--- src/rtl/core/dpsd_pkg.sv ---
// ----------------------------------------------------------------------------
// dpsd_pkg
// Shared types and constants for the drum pad strike detector: beat
// structs for both channels, register indexes and lane/buffer control.
// ----------------------------------------------------------------------------
package dpsd_pkg;

  // Fixed geometry of the pad scan
  localparam int PADS            = 4;
  localparam int SAMPLE_BITS     = 10;
  localparam int LEVEL_BITS      = 8;
  localparam int MAX_SENSITIVITY = 3;

  localparam int SENS_BITS  = 2;
  localparam int THR_BITS   = 8;
  localparam int PADS_BITS  = 3;
  localparam int CFG_DATA_W = 8;
  localparam int CFG_ADDR_W = 2;

  // Configuration register indexes
  localparam logic [CFG_ADDR_W-1:0] REG_SENSITIVITY = 2'd0;
  localparam logic [CFG_ADDR_W-1:0] REG_THRESHOLD   = 2'd1;
  localparam logic [CFG_ADDR_W-1:0] REG_PADS_IN_USE = 2'd2;

  // Input beat: one converter scan
  typedef struct packed {
    logic [SAMPLE_BITS-1:0] sample_0;
    logic [SAMPLE_BITS-1:0] sample_1;
    logic [SAMPLE_BITS-1:0] sample_2;
    logic [SAMPLE_BITS-1:0] sample_3;
  } in_beat_t;

  // Result beat
  typedef struct packed {
    logic                  strike_0;
    logic                  strike_1;
    logic                  strike_2;
    logic                  strike_3;
    logic [LEVEL_BITS-1:0] velocity_0;
    logic [LEVEL_BITS-1:0] velocity_1;
    logic [LEVEL_BITS-1:0] velocity_2;
    logic [LEVEL_BITS-1:0] velocity_3;
  } out_beat_t;

  // Settings shared by every lane
  typedef struct packed {
    logic [SENS_BITS-1:0] shift;
    logic [THR_BITS-1:0]  threshold;
  } lane_cfg_t;

  // Occupancy of the output buffer
  typedef struct packed {
    logic out_full;
    logic skid_full;
  } buf_status_t;

endpackage

--- src/rtl/core/dpsd_lane.sv ---
// ----------------------------------------------------------------------------
// dpsd_lane
// One pad's detector: scales the sample, tracks the level with hysteresis
// and reports a strike with the peak level when the level falls away.
// ----------------------------------------------------------------------------
module dpsd_lane (
  input  logic                                clk,
  input  logic                                rst_n,
  input  logic                                fire,
  input  logic                                active,
  input  dpsd_pkg::lane_cfg_t                 cfg,
  input  logic [dpsd_pkg::SAMPLE_BITS-1:0]    sample,
  output logic                                strike,
  output logic [dpsd_pkg::LEVEL_BITS-1:0]     velocity
);

  logic [dpsd_pkg::LEVEL_BITS-1:0] level_r, level_nxt;
  logic                            rising_r, rising_nxt;
  logic [dpsd_pkg::LEVEL_BITS-1:0] peak_r, peak_nxt;

  logic [dpsd_pkg::LEVEL_BITS-1:0] lvl;
  logic [dpsd_pkg::LEVEL_BITS:0]   fall_sum;
  logic [dpsd_pkg::LEVEL_BITS-1:0] rise_diff;

  // Scaled level, low byte only
  assign lvl       = dpsd_pkg::LEVEL_BITS'(sample >> cfg.shift);
  assign fall_sum  = {1'b0, lvl} + {1'b0, cfg.threshold};
  // only used once lvl is above threshold, so no wrap
  assign rise_diff = lvl - cfg.threshold;

  // Level tracking
  always_comb begin
    level_nxt  = level_r;
    rising_nxt = rising_r;
    peak_nxt   = peak_r;
    strike     = 1'b0;
    if (active) begin
      if (lvl <= cfg.threshold) begin
        level_nxt = '0;
      end else if (fall_sum < {1'b0, level_r}) begin
        if (rising_r) begin
          strike   = 1'b1;
          peak_nxt = level_r;
        end else begin
          level_nxt = lvl;
        end
        rising_nxt = 1'b0;
      end else if (rise_diff > level_r) begin
        level_nxt  = lvl;
        rising_nxt = 1'b1;
      end
    end
  end

  assign velocity = peak_nxt;

  // State update on an accepted beat
  always_ff @(posedge clk) begin
    if (!rst_n) begin
      level_r  <= '0;
      rising_r <= 1'b0;
      peak_r   <= '0;
    end else if (fire) begin
      level_r  <= level_nxt;
      rising_r <= rising_nxt;
      peak_r   <= peak_nxt;
    end
  end

endmodule

--- src/rtl/core/dpsd_merge.sv ---
// ----------------------------------------------------------------------------
// dpsd_merge
// Gathers the lane results into one result beat and holds it in a
// two-entry output buffer (output register plus skid register).
// ----------------------------------------------------------------------------
module dpsd_merge (
  input  logic                                clk,
  input  logic                                rst_n,
  input  logic                                push,
  input  logic [dpsd_pkg::PADS-1:0]           strike,
  input  logic [dpsd_pkg::LEVEL_BITS-1:0]     velocity [dpsd_pkg::PADS],
  output logic                                out_valid,
  input  logic                                out_ready,
  output dpsd_pkg::out_beat_t                 out_data,
  output dpsd_pkg::buf_status_t               status
);

  dpsd_pkg::out_beat_t beat;
  dpsd_pkg::out_beat_t out_r, skid_r;
  logic                out_valid_r, skid_valid_r;
  logic                pop;

  // Combine lane results
  always_comb begin
    beat            = '0;
    beat.strike_0   = strike[0];
    beat.strike_1   = strike[1];
    beat.strike_2   = strike[2];
    beat.strike_3   = strike[3];
    beat.velocity_0 = velocity[0];
    beat.velocity_1 = velocity[1];
    beat.velocity_2 = velocity[2];
    beat.velocity_3 = velocity[3];
  end

  assign pop = out_valid_r && out_ready;

  // Buffer control
  always_ff @(posedge clk) begin
    if (!rst_n) begin
      out_valid_r  <= 1'b0;
      skid_valid_r <= 1'b0;
    end else if (pop) begin
      if (skid_valid_r) begin
        skid_valid_r <= push;
      end else begin
        out_valid_r <= push;
      end
    end else if (!out_valid_r) begin
      out_valid_r <= push;
    end else if (push) begin
      skid_valid_r <= 1'b1;
    end
  end

  // Buffer payload
  always_ff @(posedge clk) begin
    if (pop) begin
      if (skid_valid_r) begin
        out_r <= skid_r;
        if (push) begin
          skid_r <= beat;
        end
      end else if (push) begin
        out_r <= beat;
      end
    end else if (!out_valid_r) begin
      if (push) begin
        out_r <= beat;
      end
    end else if (push) begin
      skid_r <= beat;
    end
  end

  assign out_valid        = out_valid_r;
  assign out_data         = out_r;
  assign status.out_full  = out_valid_r;
  assign status.skid_full = skid_valid_r;

endmodule

--- src/rtl/core/drum_pad_strike_detector.sv ---
// ----------------------------------------------------------------------------
// drum_pad_strike_detector
// Piezo drum pad strike detector with four parallel pad lanes.
// ----------------------------------------------------------------------------
// Each input beat is one scan of four pad samples; each accepted beat gives
// exactly one result beat with a strike flag and the latched peak velocity
// per pad. All four lanes work on a scan at once and update their state in
// the cycle the beat is accepted, so one scan is taken every clock while
// the skid register is empty. A two-entry output buffer lets input keep
// flowing for one beat while the output is stalled. Registers: 0 sensitivity
// (shift right by 3 minus it), 1 threshold, 2 pads in use (pads from 0 up).
module drum_pad_strike_detector (
  input  logic                                clk,
  input  logic                                rst_n,
  input  logic                                in_valid,
  output logic                                in_ready,
  input  dpsd_pkg::in_beat_t                  in_data,
  output logic                                out_valid,
  input  logic                                out_ready,
  output dpsd_pkg::out_beat_t                 out_data,
  input  logic                                cfg_we,
  input  logic [dpsd_pkg::CFG_ADDR_W-1:0]     cfg_addr,
  input  logic [dpsd_pkg::CFG_DATA_W-1:0]     cfg_wdata
);

  logic [dpsd_pkg::SENS_BITS-1:0]   sens_r;
  logic [dpsd_pkg::THR_BITS-1:0]    thr_r;
  logic [dpsd_pkg::PADS_BITS-1:0]   pads_r;

  dpsd_pkg::lane_cfg_t              lane_cfg;
  dpsd_pkg::buf_status_t            status;
  logic                             in_fire;
  logic [dpsd_pkg::SAMPLE_BITS-1:0] samples  [dpsd_pkg::PADS];
  logic [dpsd_pkg::PADS-1:0]        strike;
  logic [dpsd_pkg::LEVEL_BITS-1:0]  velocity [dpsd_pkg::PADS];

  // Configuration registers
  always_ff @(posedge clk) begin
    if (!rst_n) begin
      sens_r <= dpsd_pkg::SENS_BITS'(3);
      thr_r  <= dpsd_pkg::THR_BITS'(1);
      pads_r <= dpsd_pkg::PADS_BITS'(dpsd_pkg::PADS);
    end else if (cfg_we) begin
      case (cfg_addr)
        dpsd_pkg::REG_SENSITIVITY: sens_r <= cfg_wdata[dpsd_pkg::SENS_BITS-1:0];
        dpsd_pkg::REG_THRESHOLD:   thr_r  <= cfg_wdata[dpsd_pkg::THR_BITS-1:0];
        dpsd_pkg::REG_PADS_IN_USE: pads_r <= cfg_wdata[dpsd_pkg::PADS_BITS-1:0];
        default: ;
      endcase
    end
  end

  // Gain shift, saturating at zero
  always_comb begin
    lane_cfg.threshold = thr_r;
    if (3'(sens_r) >= 3'(dpsd_pkg::MAX_SENSITIVITY)) begin
      lane_cfg.shift = '0;
    end else begin
      lane_cfg.shift = dpsd_pkg::SENS_BITS'(dpsd_pkg::MAX_SENSITIVITY) - sens_r;
    end
  end

  assign in_ready = !status.skid_full;
  assign in_fire  = in_valid && in_ready;

  assign samples[0] = in_data.sample_0;
  assign samples[1] = in_data.sample_1;
  assign samples[2] = in_data.sample_2;
  assign samples[3] = in_data.sample_3;

  // Pad lanes
  for (genvar i = 0; i < dpsd_pkg::PADS; i++) begin : g_lane
    dpsd_lane u_lane (
      .clk      (clk),
      .rst_n    (rst_n),
      .fire     (in_fire),
      .active   (dpsd_pkg::PADS_BITS'(i) < pads_r),
      .cfg      (lane_cfg),
      .sample   (samples[i]),
      .strike   (strike[i]),
      .velocity (velocity[i])
    );
  end

  // Result merge and output buffer
  dpsd_merge u_merge (
    .clk       (clk),
    .rst_n     (rst_n),
    .push      (in_fire),
    .strike    (strike),
    .velocity  (velocity),
    .out_valid (out_valid),
    .out_ready (out_ready),
    .out_data  (out_data),
    .status    (status)
  );

  // Skid entry is only used behind a full output register
  a_skid_behind_out: assert property (@(posedge clk) disable iff (!rst_n)
    status.skid_full |-> status.out_full)
    else $error("skid register holds a beat while output register is empty");

  // Skid fills only when the output was stalled
  a_skid_on_stall: assert property (@(posedge clk) disable iff (!rst_n)
    $rose(status.skid_full) |-> $past(status.out_full && !out_ready))
    else $error("skid register filled without an output stall");

  // No pad in use means no strike
  a_no_pads_no_strike: assert property (@(posedge clk) disable iff (!rst_n)
    (pads_r == '0) |-> (strike == '0))
    else $error("strike reported with no pads in use");

endmodule

--- config.mk ---
export PLATFORM = sky130hd
export DESIGN_NAME = drum_pad_strike_detector
export DESIGN_NICKNAME = d
export VERILOG_FILES = /design/src/rtl/core/dpsd_pkg.sv /design/src/rtl/core/dpsd_lane.sv /design/src/rtl/core/dpsd_merge.sv /design/src/rtl/core/drum_pad_strike_detector.sv
export SDC_FILE = /design/constraint.sdc
export NUM_CORES = 1
export LEC_CHECK = 0
export BUFFER_PORTS_ARGS = -buffer_cell sky130_fd_sc_hd__clkbuf_2
export CAP_MARGIN = 40
export CORE_ASPECT_RATIO = 1.4
export CORE_MARGIN = 3
export CORE_UTILIZATION = 35
export CTS_CLUSTER_SIZE = 25
export DETAILED_ROUTE_END_ITERATION = 16
export MAX_ROUTING_LAYER = met4
export SLEW_MARGIN = 10
export SYNTH_ARGS = -nofsm -noshare
export SYNTH_HDL_FRONTEND = slang
export SYNTH_HIERARCHICAL = 1
export SYNTH_SLANG_ARGS = --single-unit
--- constraint.sdc ---
create_clock -name clk -period 6.09 [get_ports clk]
set_input_delay 0.609 -clock clk [delete_from_list [all_inputs] [get_ports clk]]
set_output_delay 0.609 -clock clk [all_outputs]
set_load 0.02 [all_outputs]
==> summary.txt <==
Status
  • Status: complete, no violations

Power
  • Pwr per Cell Area: 266 nW/um2
  • Total power: 3.59 mW
  • VDD IR-drop max: 0.164 mV
  • P_leak: 5.50 nW

Floorplanning
  • Ports: 93
  • Row count: 80
  • Die height: 226 um
  • Core box area: 34100 um2
  • Effective utilization at floorplan: 35.5%
  • Die area: 36900 um2
  • Die width: 163 um

Worst setup path
  • Slowest cell on the critical path: inv_2
  • Critical Path End Type: register
  • Critical Path AT: 5570 ps
  • Req. time, crit path: 6270 ps
  • Crit path max fanout: 30
  • WP depth: 20
  • Crit Path Category: register to register
  • WP buf/inv: 4
  • Max incr delay on CP: 560 ps
  • R2R cell count: 20
  • Crit start category: register
  • Crit. Startpoint: sens_r[0]$_SDFFE_PN1P_
  • CP cell instances: inv_2 -> buf_4 -> mux2_2 -> or2_2 -> o21ai_0 -> inv_1 -> ha_1 -> nor4_4 -> nor3_1 -> xnor2_1 -> ha_1 -> a211oi_1 -> nand2_1 -> o221ai_1 -> and4_1 -> nand2_4 -> inv_2 -> mux2_1 -> mux2i_1 -> o21ai_2
  • RR Startpoint: sens_r[0]$_SDFFE_PN1P_
  • CP delay by family, top: simple AND/OR/NAND/NOR gates

Timing
  • Pins Over Slew Limit: 0
  • FMAX: 0.186 GHz
  • Setup_tns: 0 ps
  • Min Hold Slack: 386 ps
  • Worst Skew: 15.9 ps
  • Endpoints failing setup: 0
  • Unrepaired setup endpoints after global routing: false
  • Worst-Margin Slew: 841 ps
  • Final period utilization: 88.5%
  • Hold Vio Cnt, Final: 0
  • Fin crit period: 5390 ps
  • Worst rel slew slack: 43.9%

Global route
  • Vias in the first global route: 8988
  • Gr ovfl total: 0
  • Initial antenna violation count: 0
  • Largest net degree at the start of global routing: 77
  • Global-route wire length before repair: 47.6 mm
  • Total GRT Usage: 16.9%

Clocking
  • Worst-skew pair later-pin latency: 440 ps
  • Hold_buf cts: 0
  • CTS H-tree lvls: 4
  • Number of buffers created by CTS: 17
  • Clk Tree Root Cell: clkbuf_16
  • CTS tree: built
  • Clock buffer depth: 2
  • Clock Pin Slew Worst Setup and Hold Paths: 70 ps
  • Post-CTS setup buffer count: 0
  • Sink Count: 155
  • Resized Gates After CTS: 0

Drt
  • Wire length per cell: 17.0 um
  • Antenna-violating nets left: 0
  • # DRC: 0
  • Average via count per standard cell: 5.12
  • Drt total wl: 30.1 mm
  • DR pass1 iterations: 8
  • Initial drt markers: 538
  • Total number of vias: 9075

Worst hold path
  • Hold crit path type: primary input to register
  • Hold_sp: cfg_wdata[4]
  • WHS Path Cells: 3

Place
  • GPL Wtd Cong: 0.890
  • Detailed placement HPWL: 23.6 mm
  • Port Buffers: 92

Layout
  • Area delta synth->final: 11.4%
  • Fill cell count: 3367
  • Multi-input logic area: 7460 um2
  • FF/Latch Area: 3820 um2
  • Layout Nets: 1507
  • Layout cell share with drive strength beyond 1: 21.8%
  • Antenna diode count: 0

Yosys
  • Synthesized netlist net count: 1441
  • Synth Warn #: 6
  • Syn avg cell area: 9.76 um2
  • Mapped Cells: 1242
  • Synth Cell Area: 12100 um2

Run
  • Max-cap violations: 0
## path summary, 6_finish.rpt
check,end,slack [ps]
hold / removal,thr_r[4]$_SDFFE_PN0P_,390
setup / recovery,u_merge/out_data[7]$_DFFE_PP_,700
hold reg to reg,g_lane[3].u_lane/peak_r[4]$_SDFFE_PN0P_,460
setup reg to reg,u_merge/out_data[7]$_DFFE_PP_,700
## tightest hold or removal path, cell delays in order
cell,delay (ps)
clkbuf_2,80
nand2_1,40
mux2i_1,50
## per-stage QoR
step                utilization [%]  area [um2]  cells  setup slack, ps
floorplan                         -       12100   1242             1610
global placement               37.6       12800   1736              775
detailed placement             37.9       12900   1740              723
CTS                            39.6       13500   1772              698
global route                   39.6       13500   1772              305
finish                         39.6       13500   1772              700
## sequential cells by signal (all words and copies together) (netlist names)
register / count
u_merge/out_valid: 1
thr_r: 8
g_lane.u_lane/rising_r: 4
u_merge/skid_r: 36
u_merge/skid_valid_r: 1
g_lane.u_lane/level_r: 32
g_lane.u_lane/peak_r: 32
u_merge/out_data: 36
pads_r: 3
sens_r: 2
## cells in the final DEF (no fill, tap or decap), types with 18 or more instances in the layout
master,count
a21oi_1,56
xnor2_1,33
clkbuf_2,91
ha_1,136
nor2_1,34
inv_1,117
mux4_2,18
o21ai_0,19
dfxtp_1,83
o21ai_2,45
edfxtp_1,72
mux2i_1,87
nand2_1,196
## layout make-up
cell class                      count  area share (%)
Clock inverter                     15            1.14
Multi-Input combinational cell    907            55.2
Tap cell                          451            4.18
Inverter                          123            3.42
Sequential cell                   155            28.3
Timing Repair Buffer              104            4.58
Clock buffer                       17            3.15
## power by group
part / switching (mW) / leakage, nW / internal, mW / total, mW
registers: 0.0725 / 1.41 / 1.18 / 1.25
clock network: 0.496 / 0.278 / 0.580 / 1.08
logic: 0.744 / 3.82 / 0.514 / 1.26
## routing by layer
layer  GRT usage, %  routed length (um)
met5              -                   0
met4           5.02                 635
met3           2.66                 994
met2           29.9               15400
met1           19.8               13000
No activity file was read; power rests on OpenSTA's default activity.
